==> config.mk <==
export PLATFORM = sky130hd
export DESIGN_NAME = mlr_mod
export DESIGN_NICKNAME = d
export VERILOG_FILES = /design/src/rtl/mlr_pkg.sv /design/src/rtl/mlr_mod.sv
export SDC_FILE = /design/constraint.sdc
export NUM_CORES = 1
export LEC_CHECK = 0
export BUFFER_PORTS_ARGS = -buffer_cell sky130_fd_sc_hd__buf_4
export CAP_MARGIN = 20
export CORE_MARGIN = 10
export CORE_UTILIZATION = 55
export DETAILED_ROUTE_END_ITERATION = 10
export PLACE_DENSITY_LB_ADDON = 0.25
export SKIP_LAST_GASP = 1
export SLEW_MARGIN = 10
export SYNTH_ARGS = -nofsm -noshare
export SYNTH_HDL_FRONTEND = slang
export SYNTH_SLANG_ARGS = --single-unit
==> constraint.sdc <==
create_clock -name i_clk -period 2.7 [get_ports i_clk]
set_input_delay 0.27 -clock i_clk [delete_from_list [all_inputs] [get_ports i_clk]]
set_output_delay 0.27 -clock i_clk [all_outputs]
set_load 0.01 [all_outputs]
==> src/rtl/mlr_pkg.sv <==
// mlr_pkg: shared types and constants of the matrix line rotator
// command codes, channel payloads, divider handshake structs and fsm states
// no dependencies
package mlr_pkg;

    localparam int MLR_MAX_DIM = 32;
    localparam int CNT_W       = 6;
    localparam int IDX_W       = 6;
    localparam int AMT_W       = 16;
    localparam int DATA_W      = 32;
    localparam int CFG_IDX_W   = 2;
    localparam logic [CNT_W-1:0] CNT_RESET = 6'd32;

    typedef enum logic [2:0] {
        CMD_WRITE    = 3'd0,
        CMD_READ     = 3'd1,
        CMD_ROW_RIGHT = 3'd2,
        CMD_ROW_LEFT = 3'd3,
        CMD_COL_UP   = 3'd4,
        CMD_COL_DOWN = 3'd5
    } t_command;

    typedef enum logic [CFG_IDX_W-1:0] {
        CFG_ROW_COUNT = 2'd0,
        CFG_COL_COUNT = 2'd1
    } t_cfg_reg;

    typedef struct packed {
        logic [2:0]              command;
        logic [IDX_W-1:0]        line_index;
        logic [IDX_W-1:0]        row;
        logic [IDX_W-1:0]        col;
        logic signed [DATA_W-1:0] value;
        logic [AMT_W-1:0]        amount;
    } t_cmd;

    typedef struct packed {
        logic signed [DATA_W-1:0] read_value;
        logic                     status;
    } t_res;

    typedef struct packed {
        logic [CFG_IDX_W-1:0] index;
        logic [CNT_W-1:0]     data;
    } t_cfg;

    typedef struct packed {
        logic             start;
        logic [AMT_W-1:0] dividend;
        logic [CNT_W-1:0] divisor;
    } t_mod_req;

    typedef struct packed {
        logic             done;
        logic [CNT_W-1:0] rem;
    } t_mod_rsp;

    typedef enum logic [2:0] {
        ST_IDLE,
        ST_RDWAIT,
        ST_MOD,
        ST_LOAD,
        ST_STORE,
        ST_FINISH
    } t_state;

endpackage

==> src/rtl/mlr_mod.sv <==
// mlr_mod: bit-serial restoring remainder of the rotate amount by the line length
// depends on mlr_pkg; one quotient bit per cycle
module mlr_mod (
    input  logic              i_clk,
    input  logic              i_rst_n,
    input  mlr_pkg::t_mod_req i_req,
    output mlr_pkg::t_mod_rsp o_rsp
);
    import mlr_pkg::*;

    localparam int STEP_W = $clog2(AMT_W);

    logic              r_busy;
    logic              r_done;
    logic [STEP_W-1:0] r_cnt;
    logic [AMT_W-1:0]  r_q;
    logic [CNT_W-1:0]  r_div;
    logic [CNT_W-1:0]  r_rem;
    logic [CNT_W:0]    trial;
    logic [CNT_W:0]    n_rem;

    always_comb begin
        trial = {r_rem, r_q[AMT_W-1]};
        n_rem = (trial >= {1'b0, r_div}) ? trial - {1'b0, r_div} : trial;
    end

    always_ff @(posedge i_clk) begin
        if (!i_rst_n) begin
            r_busy <= 1'b0;
            r_done <= 1'b0;
        end else if (i_req.start) begin
            r_busy <= 1'b1;
            r_done <= 1'b0;
            r_cnt  <= '0;
            r_q    <= i_req.dividend;
            r_div  <= i_req.divisor;
            r_rem  <= '0;
        end else if (r_busy) begin
            r_rem <= n_rem[CNT_W-1:0];
            r_q   <= {r_q[AMT_W-2:0], 1'b0};
            r_cnt <= r_cnt + STEP_W'(1);
            if (r_cnt == STEP_W'(AMT_W - 1)) begin
                r_busy <= 1'b0;
                r_done <= 1'b1;
            end
        end else begin
            r_done <= 1'b0;
        end
    end

    assign o_rsp.done = r_done;
    assign o_rsp.rem  = r_rem;
endmodule

## After elaboration in Yosys (flattened, before gate mapping)

Index checks and enable logic that the tools add are counted.

| storage, ports and cells | value |
|---|---|
| flip-flop bits (word level) | 34 |
| latch bits | 0 |
| word-level logic and storage cells | 24 |
| RAM bits | 0 |
| input port bits | 25 |
| bits in read-only memories | 0 |
| memories | 0 |
| output and inout bits | 7 |

| cells by class | value |
|---|---|
| divide/modulo/power cells | 0 |
| multipliers | 0 |
| bitwise operators | 2 |
| order comparisons | 1 |
| equal/unequal tests | 1 |
| multiplexer cells | 8 |
| shifts and indexed selects | 0 |
| $add $sub $neg | 2 |
| reduce and logical (&&, ||, !) cells | 4 |

Operator list:

| operator | number |
|---|---|
| 16-bit two-way mux | 2 |
| 6-bit two-way mux | 2 |
| 7-bit by 6-bit greater-or-equal comparator with 1-bit output | 1 |
| 6-bit subtractor | 1 |
| 4-bit by 1-bit adder with 4-bit output (second input constant) | 1 |
| 4-bit equality test (second input constant) | 1 |
| 4-bit two-way mux | 1 |
| 2-bit AND reduction | 2 |
| 1-bit two-way mux | 3 |
| 3-bit OR reduction | 1 |
| 1-bit inverter | 2 |
| 2-bit nonzero test | 1 |

## Logic depth before layout (Yosys ltp)

Gate-level depths: netlist of run 1.

| depth | value |
|---|---|
| depth after elaboration | 4 |
| gate-level depth with buffers | 8 |

## Worst setup path before layout of run 1

No wires, ideal clock.

| timing path | value |
|---|---|
| kind | register to register |
| start point | register r_rem[0] |
| end point | register r_rem[5] (data pin) |
| stages on the path, launching flop included | 7 |
| path slack | 0.829 ns |
| data arrival time | 1.701 ns |
| clock period less this slack | 1.871 ns |
| path through | edfxtp_1 > ha_1 > nor2b_1 > o31a_1 > o21a_1 > o21a_1 > o32ai_2 |

| between the ends | value |
|---|---|
| word-level cells in the longest chain between the ends | 3 |
| elaborated cells on any way between the ends | 4 |
| those cells by class | 1 x add/sub; 1 x order compare; 2 x mux |

Ends and longest elaborated chain:

| element | RTL line | source |
|---|---|---|
| from (decl) | mlr_mod.sv:18 | `logic [CNT_W-1:0] r_rem;` |
| from (signal assigned) | mlr_mod.sv:39 | `r_rem <= n_rem[CNT_W-1:0];` |
| 6-bit subtractor / 7-bit by 6-bit greater-or-equal comparator with 1-bit output (equally long branches) | mlr_mod.sv:24 | `n_rem = (trial >= {1'b0, r_div}) ? trial - {1'b0, r_div} : trial;` |
| 6-bit two-way mux * | mlr_mod.sv:24 |  |
| 6-bit two-way mux * | mlr_mod.sv:38 | `end else if (r_busy) begin` |

Every way passes the cells marked *; elsewhere a longest branch is shown, timed or not. The select of a mux whose other input is x is not followed.
A chain may end at the register's enable or synchronous reset.

## Worst setup path after layout of run 1

| timing path | value |
|---|---|
| start point | register r_rem[3] |
| end point | register r_rem[3] (data pin) |

| between the ends | value |
|---|---|
| word-level cells in the longest chain between the ends | 3 |

Ends and longest elaborated chain:

| element | RTL line |
|---|---|
| 7-bit by 6-bit greater-or-equal comparator with 1-bit output | mlr_mod.sv:24 |
| 6-bit two-way mux | mlr_mod.sv:24 |
| 6-bit two-way mux | mlr_mod.sv:38 |

No other way between the ends. The select of a mux whose other input is x is not followed.

==> out/summary.txt, run 1 <==
Outcome - finished clean
Initial core utilization - 58.9%
Synth Register Bits - 34
Hold Path Stages - 1
Crit path time final - 2.00 ns
Share of the yosys chip area belonging to registers - 60.1%
Most frequent cells in the layout - buf_4, edfxtp_1, mux2_2
Post-CTS sizing - 0
Met2 Track Usage GR - 19.3%
Vias - 1,033
Gr usage total - 11.7%
WHS Endpoint - r_div[5]$_DFFE_PP_
Synthesized area per cell - 14.0 µm²
Most Crowded Layer GR - met2
Port bufs - 31
Fin. max-slew vios - 0
NumNets Final - 188
Layout cells sized above 1 - 35.7%
Layout fillers - 194
Fin crit share - 73.9%
Rel. slew slack - 75.3%
Final worst slack - 0.704 ns
Routability cong. - 0.836
Hold wc startpoint - i_req[5]
Pin count of the biggest net entering global routing - 29
R2R Path Start - r_rem[3]$_SDFFCE_PP0P_
Number of I/O pins - 32
Clock latency at the later pin of the worst-skew pair - 0.33 ns
Area grow syn2layout - 18.2%
Total gr overflow - 0
Antenna violations before repair - 0
CP Class - register to register
Num Clock Sinks - 34
CTS tree - built
Pre-CTS setup slack - 0.714 ns
Peak VDD IR - 0.346 mV
Dpl hpwl - 2290 µm
TNS Setup - 0 ns
Storage cell area - 0.00100 mm²
Die Y - 75.0 µm
Setup slack, reg-to-reg - 0.70 ns
Drc violations - 0
Synth unique cells - 31
CTS Hold Bufs - 0
Core footprint - 0.00283 mm²
Antenna Nets Post-Route - 0
Post-DR wirelength/cell - 16.3 µm
Slew @ Worst Pin - 0.370 ns
Grt met1 use - 12.8%
WP data arrival - 2.08 ns
Cts bufs inserted - 5
Worst Reg-to-Reg Cells - 6
Root Buffer - clkbuf_4
Synthesis Warnings - 0
Pwr dens - 568 mW/mm²
Cell Rows - 19
CP endpoint kind - register
Hold Path Class - input pin to register
Startpoint Class - register
Finished Core Util - 69.6%
Vias per inst - 5.58
Drt pass-1 iters - 4
Syn Nets - 153
Final hold vios - 0
WP data required - 2.78 ns
Max Clock Freq - 501 MHz
Placed cell count - 178
Total Wirelength - 3020 µm
Leak pwr - 0.793 nW
Diodes inserted - 0
Max Root-Sink Buffers - 2
M3 GR Usage - 6.04%
Drt first-iter violations - 39
RSZ-0062 raised after global routing - no
Final Non-Filler Cells - 185
Reg2reg end - r_rem[3]$_SDFFCE_PP0P_
Worst Skew - 0.00438 ns
Hold_ws - 0.111 ns
Postcts setup bufs - 0
Clk slew on worst S/H paths - 0.09 ns
Die area - 0.00563 mm²
First-pass GRT wire length - 4950 µm
# setup viols final - 0
Die X-Extent - 75.0 µm
Mapped Area - 0.00167 mm²
Multi-input combinational cell area - 613 µm²
Cells after synthesis - 119
MaxCap Viol Count - 0
Vias in the first global route - 1,079
H-Tree Depth - 2
Max FO, Critical Path - 9
layer usage:
layer | vias up | share of wire (%)
li1 | 507 | -
met1 | 490 | 41
met2 | 31 | 49
met3 | 5 | 8.6
met4 | 0 | 1.4
met5 | - | 0
registers in the layout (all words and copies together), names as in the netlist:
register,count
r_cnt,4
r_div,6
r_busy,1
r_rem,6
r_q,16
r_done,1
layout make-up:
| cell class | count | area share (%) |
|---|---|---|
| Sequential cell | 34 | 50.9 |
| Multi-Input combinational cell | 73 | 31.2 |
| Timing Repair Buffer | 32 | 12.2 |
| Clock buffer | 7 | 2.29 |
| Tap cell | 31 | 1.97 |
| Inverter | 8 | 1.53 |
worst max-delay path: stages, from the launching register on:
cell	delay, ns
edfxtp_1	0.43
ha_1	0.37
a21o_1	0.21
a211oi_2	0.33
o21ai_4	0.17
mux2i_1	0.18
nor2_1	0.06
per-stage QoR:
stage	total power, mW	cell area [µm²]
final	1.12	1970
after floorplan	0.801	1670
after detailed placement	0.877	1920
after global placement	0.866	1920
after CTS	1.13	1970
after global routing	1.18	1970
how the worst max path moves through the flow:
stage,to,from,slack (ns)
6_report,r_rem[3]$_SDFFCE_PP0P_,r_rem[3]$_SDFFCE_PP0P_,0.70
5_1_grt,r_rem[0]$_SDFFCE_PP0P_,r_rem[3]$_SDFFCE_PP0P_,0.59
4_1_cts,r_rem[3]$_SDFFCE_PP0P_,r_rem[3]$_SDFFCE_PP0P_,0.71
3_5_place_dp,r_rem[3]$_SDFFCE_PP0P_,r_rem[3]$_SDFFCE_PP0P_,0.71
3_3_place_gp,r_rem[2]$_SDFFCE_PP0P_,r_rem[3]$_SDFFCE_PP0P_,0.77
2_1_floorplan,r_rem[5]$_SDFFCE_PP0P_,r_rem[0]$_SDFFCE_PP0P_,0.83
report_power, final:
group | total, mW | switching [mW] | internal [mW] | leakage (nW)
Combinational | 0.220 | 0.107 | 0.113 | 0.444
Clock | 0.253 | 0.155 | 0.0981 | 0.0254
Sequential | 0.644 | 0.0187 | 0.625 | 0.323
cell families after synthesis:
group | after synthesis | synth area share, %
compound gates | 19 | 9.32
mux | 17 | 11.3
flops | 34 | 60.1
xor+xnor | 4 | 2.10
fa+ha+maj | 9 | 7.21
buf+inv | 12 | 3.08
simple gates | 24 | 6.84
cells in the mapped netlist:
cell | count | area, µm²
a211oi_1 | 2 | 15.0
a211oi_2 | 1 | 12.5
a21o_1 | 2 | 15.0
a21oi_1 | 1 | 5.00
a31oi_1 | 2 | 12.5
and2_1 | 2 | 12.5
buf_2 | 2 | 10.0
buf_4 | 1 | 7.51
clkbuf_1 | 1 | 3.75
dfxtp_1 | 2 | 40.0
edfxtp_1 | 32 | 961
fa_1 | 1 | 20.0
ha_1 | 8 | 100
inv_1 | 8 | 30.0
mux2_2 | 15 | 169
mux2i_1 | 2 | 20.0
nand2_1 | 4 | 15.0
nand2b_1 | 2 | 12.5
nand3_1 | 3 | 15.0
nor2_1 | 8 | 30.0
nor2b_1 | 3 | 18.8
nor3_1 | 2 | 10.0
o21a_1 | 5 | 37.5
o21ai_0 | 1 | 5.00
o21ai_1 | 1 | 5.00
o21ai_4 | 1 | 16.3
o22ai_1 | 1 | 6.26
o31a_1 | 1 | 8.76
o32ai_2 | 1 | 16.3
xnor2_1 | 3 | 26.3
xor2_1 | 1 | 8.76
Note: power is estimated with default switching activity, not from simulation.
==> run 2, diff against run 1 <==
--- a/config.mk
+++ b/config.mk
@@ -5,10 +5,11 @@
 export SDC_FILE = /design/constraint.sdc
 export NUM_CORES = 1
 export LEC_CHECK = 0
+export ABC_AREA = 1
 export BUFFER_PORTS_ARGS = -buffer_cell sky130_fd_sc_hd__buf_4
 export CAP_MARGIN = 20
 export CORE_MARGIN = 10
-export CORE_UTILIZATION = 55
+export CORE_UTILIZATION = 49
 export DETAILED_ROUTE_END_ITERATION = 10
 export PLACE_DENSITY_LB_ADDON = 0.25
 export SKIP_LAST_GASP = 1
==> constraint.sdc (replaced) <==
create_clock -name i_clk -period 1.65 [get_ports i_clk]
set_input_delay 0.165 -clock i_clk [delete_from_list [all_inputs] [get_ports i_clk]]
set_output_delay 0.165 -clock i_clk [all_outputs]
set_load 0.01 [all_outputs]
==> run 2 against run 1 <==
Utilization up 1.6 points. Fmax increased by 21%. Sequential share of layout area fell by 9.7 points. Wire length is 29% higher. Critical endpoint is now r_rem[0]$_SDFFCE_PP0P_.
==> out/summary.txt, run 2 <==
Outcome - finished clean
CTS tree - built
Die Y - 80.3 µm (+7.0%)
Port bufs - 31 (unchanged)
Initial core utilization - 52.1% (-6.8 points)
Fin crit share - 99.9% (+26 points)
Total Wirelength - 3890 µm (+29%)
Drc violations - 0 (unchanged)
Sequential share of power - 46.3% (-11 points)
Top reg by flops - r_q
Peak VDD IR - 0.592 mV (+71%)
Leading cell types by count after synthesis - nand2_1, edfxtp_1, inv_1, nor2_1, ha_1
Final hold vios - 0 (unchanged)
Hold Path Class - input pin to register
Diodes inserted - 0 (unchanged)
Mapped Area - 0.00178 mm² (+6.8%)
Hold_ws - 0.0791 ns (-0.0316 ns)
Commonest non-fill, non-tap cell in the layout - nand2_1
Max FO, Critical Path - 6 (-3)
Yosys top cell area share - 54.0% (-3.7 points)
Antenna Nets Post-Route - 0 (unchanged)
Number of I/O pins - 32 (unchanged)
Antenna violations before repair - 0 (unchanged)
WP data required - 1.85 ns (-0.93 ns)
Top flop regs - r_q x16, r_div x6, r_rem x6
Gate power share - 28.0% (+8.3 points)
NumNets Final - 287 (+53%)
CP peak stage delay - 0.45 ns (+0.02 ns)
TNS Setup - 0 ns (unchanged)
WP data arrival - 1.85 ns (-0.23 ns)
Syn Nets - 229 (+50%)
Post-DR wirelength/cell - 13.0 µm (-20%)
MaxCap Viol Count - 0 (unchanged)
Clock share of power - 25.7% (+3.0 points)
Share of the yosys chip area belonging to registers - 56.3% (-3.8 points)
Synth unique cells - 24 (-23%)
Worst Setup EP - r_rem[0]$_SDFFCE_PP0P_
Drt pass-1 iters - 4 (unchanged)
Worst Skew - 0.00942 ns (+0.00505 ns)
Internal - 1.68 mW (+100%)
Vias - 1,409 (+36%)
Max Root-Sink Buffers - 2 (unchanged)
R2R Path Start - r_rem[1]$_SDFFCE_PP0P_
Clk slew on worst S/H paths - 0.11 ns (+0.02 ns)
Worst-path cell chain - ha_4, nand2_1, nand2_2, a21oi_2, nor2_2, nor2_4, nor2_1, nor2_1
Drt first-iter violations - 91 (+130%)
Clock latency at the later pin of the worst-skew pair - 0.34 ns (about the same)
First-pass GRT wire length - 6170 µm (+25%)
Switching pwr - 0.673 mW (+140%)
Max Clock Freq - 607 MHz (+21%)
Start point of the critical path - r_rem[1]$_SDFFCE_PP0P_
Slew @ Worst Pin - 0.303 ns (-0.0674 ns)
Cts bufs inserted - 5 (unchanged)
Worst path most repeated cell - nor2_1
Pin count of the biggest net entering global routing - 23 (-21%)
Layout cells sized above 1 - 35.0% (-0.67 points)
Vias per inst - 4.70 (-16%)
Count leader, synth - nand2_1
Rel. slew slack - 79.8% (+4.5 points)
EDFF count, synth - 32 (unchanged)
Num Clock Sinks - 34 (unchanged)
CP max-delay cell - edfxtp_1
Ys flop type - edfxtp_1
CP delay by family, top - simple AND/OR/NAND/NOR gates
Vias in the first global route - 1,483 (+37%)
Core footprint - 0.00342 mm² (+21%)
Setup slack, reg-to-reg - 0.002 ns (-0.70 ns)
Leak pwr - 1.15 nW (+45%)
Worst Reg-to-Reg Cells - 8 (+2)
Synthesis Warnings - 0 (unchanged)
Gr usage total - 12.2% (+0.52 points)
Sw Ratio - 28.6% (+3.4 points)
Cell Rows - 21 (+2)
CP endpoint kind - register
Cells after synthesis - 195 (+64%)
Levels on crit path - 8 (+2)
Max reg flops - 16 (unchanged)
Layout fillers - 272 (+40%)
Die area - 0.00644 mm² (+14%)
Die X-Extent - 80.3 µm (+7.0%)
Dpl hpwl - 2680 µm (+17%)
Fin. max-slew vios - 0 (unchanged)
CP bufs+invs - 0 (unchanged)
H-Tree Depth - 2 (unchanged)
Ys async rst share - 0% (unchanged)
Synth area leaders - edfxtp_1, nand2_1, ha_1
Root Buffer - clkbuf_4
Cell taking the most area after synthesis - edfxtp_1
Routability cong. - 0.839 (+0.38%)
Pwr dens - 968 mW/mm² (+70%)
CP Class - register to register
Area grow syn2layout - 36.6%
# setup viols final - 0 (unchanged)
Synthesized area per cell - 9.12 µm² (-35%)
RSZ-0062 raised after global routing - yes
Most frequent cells in the layout - nand2_1, buf_4, edfxtp_1
Reg2reg end - r_rem[0]$_SDFFCE_PP0P_
Synth Register Bits - 34 (unchanged)
Crit path time final - 1.65 ns (-0.348 ns)
Startpoint Class - register
Total gr overflow - 0 (unchanged)
## run 2: changes by cell type after synthesis, sizes merged, moves of 14 or more
cell   before  now
mux2       15    0
nor2        8   22
inv         8   27
nand2       4   77
## run 2: metrics by stage
step | util [%] | instances | setup WS, ns | power (mW) | cell area [µm²]
floorplan | - | 195 | 0.00786 | 1.43 | 1780
global placement | 63.1 | 282 | -0.0583 | 1.64 | 2160
detailed placement | 63.1 | 282 | -0.102 | 1.65 | 2160
CTS | 69.5 | 298 | -0.00629 | 2.31 | 2370
global route | 71.2 | 300 | -0.126 | 2.49 | 2430
finish | 71.2 | 300 | 0.00196 | 2.35 | 2430
## run 2: layout make-up
type | instances | area (µm²) | area share (%)
Sequential cell | 34 | 1000 | 41.2
Tap cell | 46 | 57.6 | 2.37
Clock inverter | 3 | 45.0 | 1.85
Clock buffer | 5 | 37.5 | 1.54
Multi-Input combinational cell | 129 | 753 | 31.0
Inverter | 27 | 101 | 4.17
Timing Repair Buffer | 56 | 435 | 17.9
## run 2: logic make-up (layout without fill, tap and decap cells)
kind of cell    count (synthesis)  count (layout)  synth area share [%]
compound gates                  6               6                  2.18
xor+xnor                        3               3                  1.48
fa+ha+maj                       9               9                  6.75
buf+inv                        32              91                  7.17
flops                          34              34                  56.3
simple gates                  111             111                  26.2
## run 2: per-layer routing
metal | track usage, % | part of all wire [%] | vias up
li1 | - | - | 732
met1 | 13.3 | 42 | 641
met2 | 20.5 | 51 | 28
met3 | 4.90 | 5.2 | 8
met4 | 5.28 | 2.0 | 0
met5 | 0 | 0 | -
## run 2: tightest hold or removal path: stages
cell and delay, ns:
buf_4 0.07, nand2_1 0.04, inv_1 0.04
## run 2: what timing repair did
action                     in CTS  in global routing
hold buffers                    6                  0
pin swaps                      12                 16
hold endpoints to repair        6                  0
resized for setup              13                 11
setup endpoints to repair       6                  6
setup buffers                   2                  2
## run 2: power by group through the flow
stage                     Clock [mW]  Sequential (mW)  Combinational, mW
after floorplan                    0             1.11              0.320
after global placement             0             1.10              0.540
after detailed placement           0             1.10              0.548
after CTS                      0.623             1.09              0.606
after global routing           0.657             1.10              0.734
final                          0.606             1.09              0.659
## run 2: worst min path at each step
stage	startpoint	end	slack [ns]	cells after the start
after global placement	i_req[4]	r_div[4]$_DFFE_PP_	0.34	1
after detailed placement	i_req[5]	r_div[5]$_DFFE_PP_	0.35	1
after floorplan	i_req[0]	r_div[0]$_DFFE_PP_	0.26	0
after global routing	i_req[6]	r_q[0]$_SDFFCE_PN0P_	0.07	3
after CTS	i_req[6]	r_q[0]$_SDFFCE_PN0P_	0.07	3
final	i_req[6]	r_q[0]$_SDFFCE_PN0P_	0.08	3
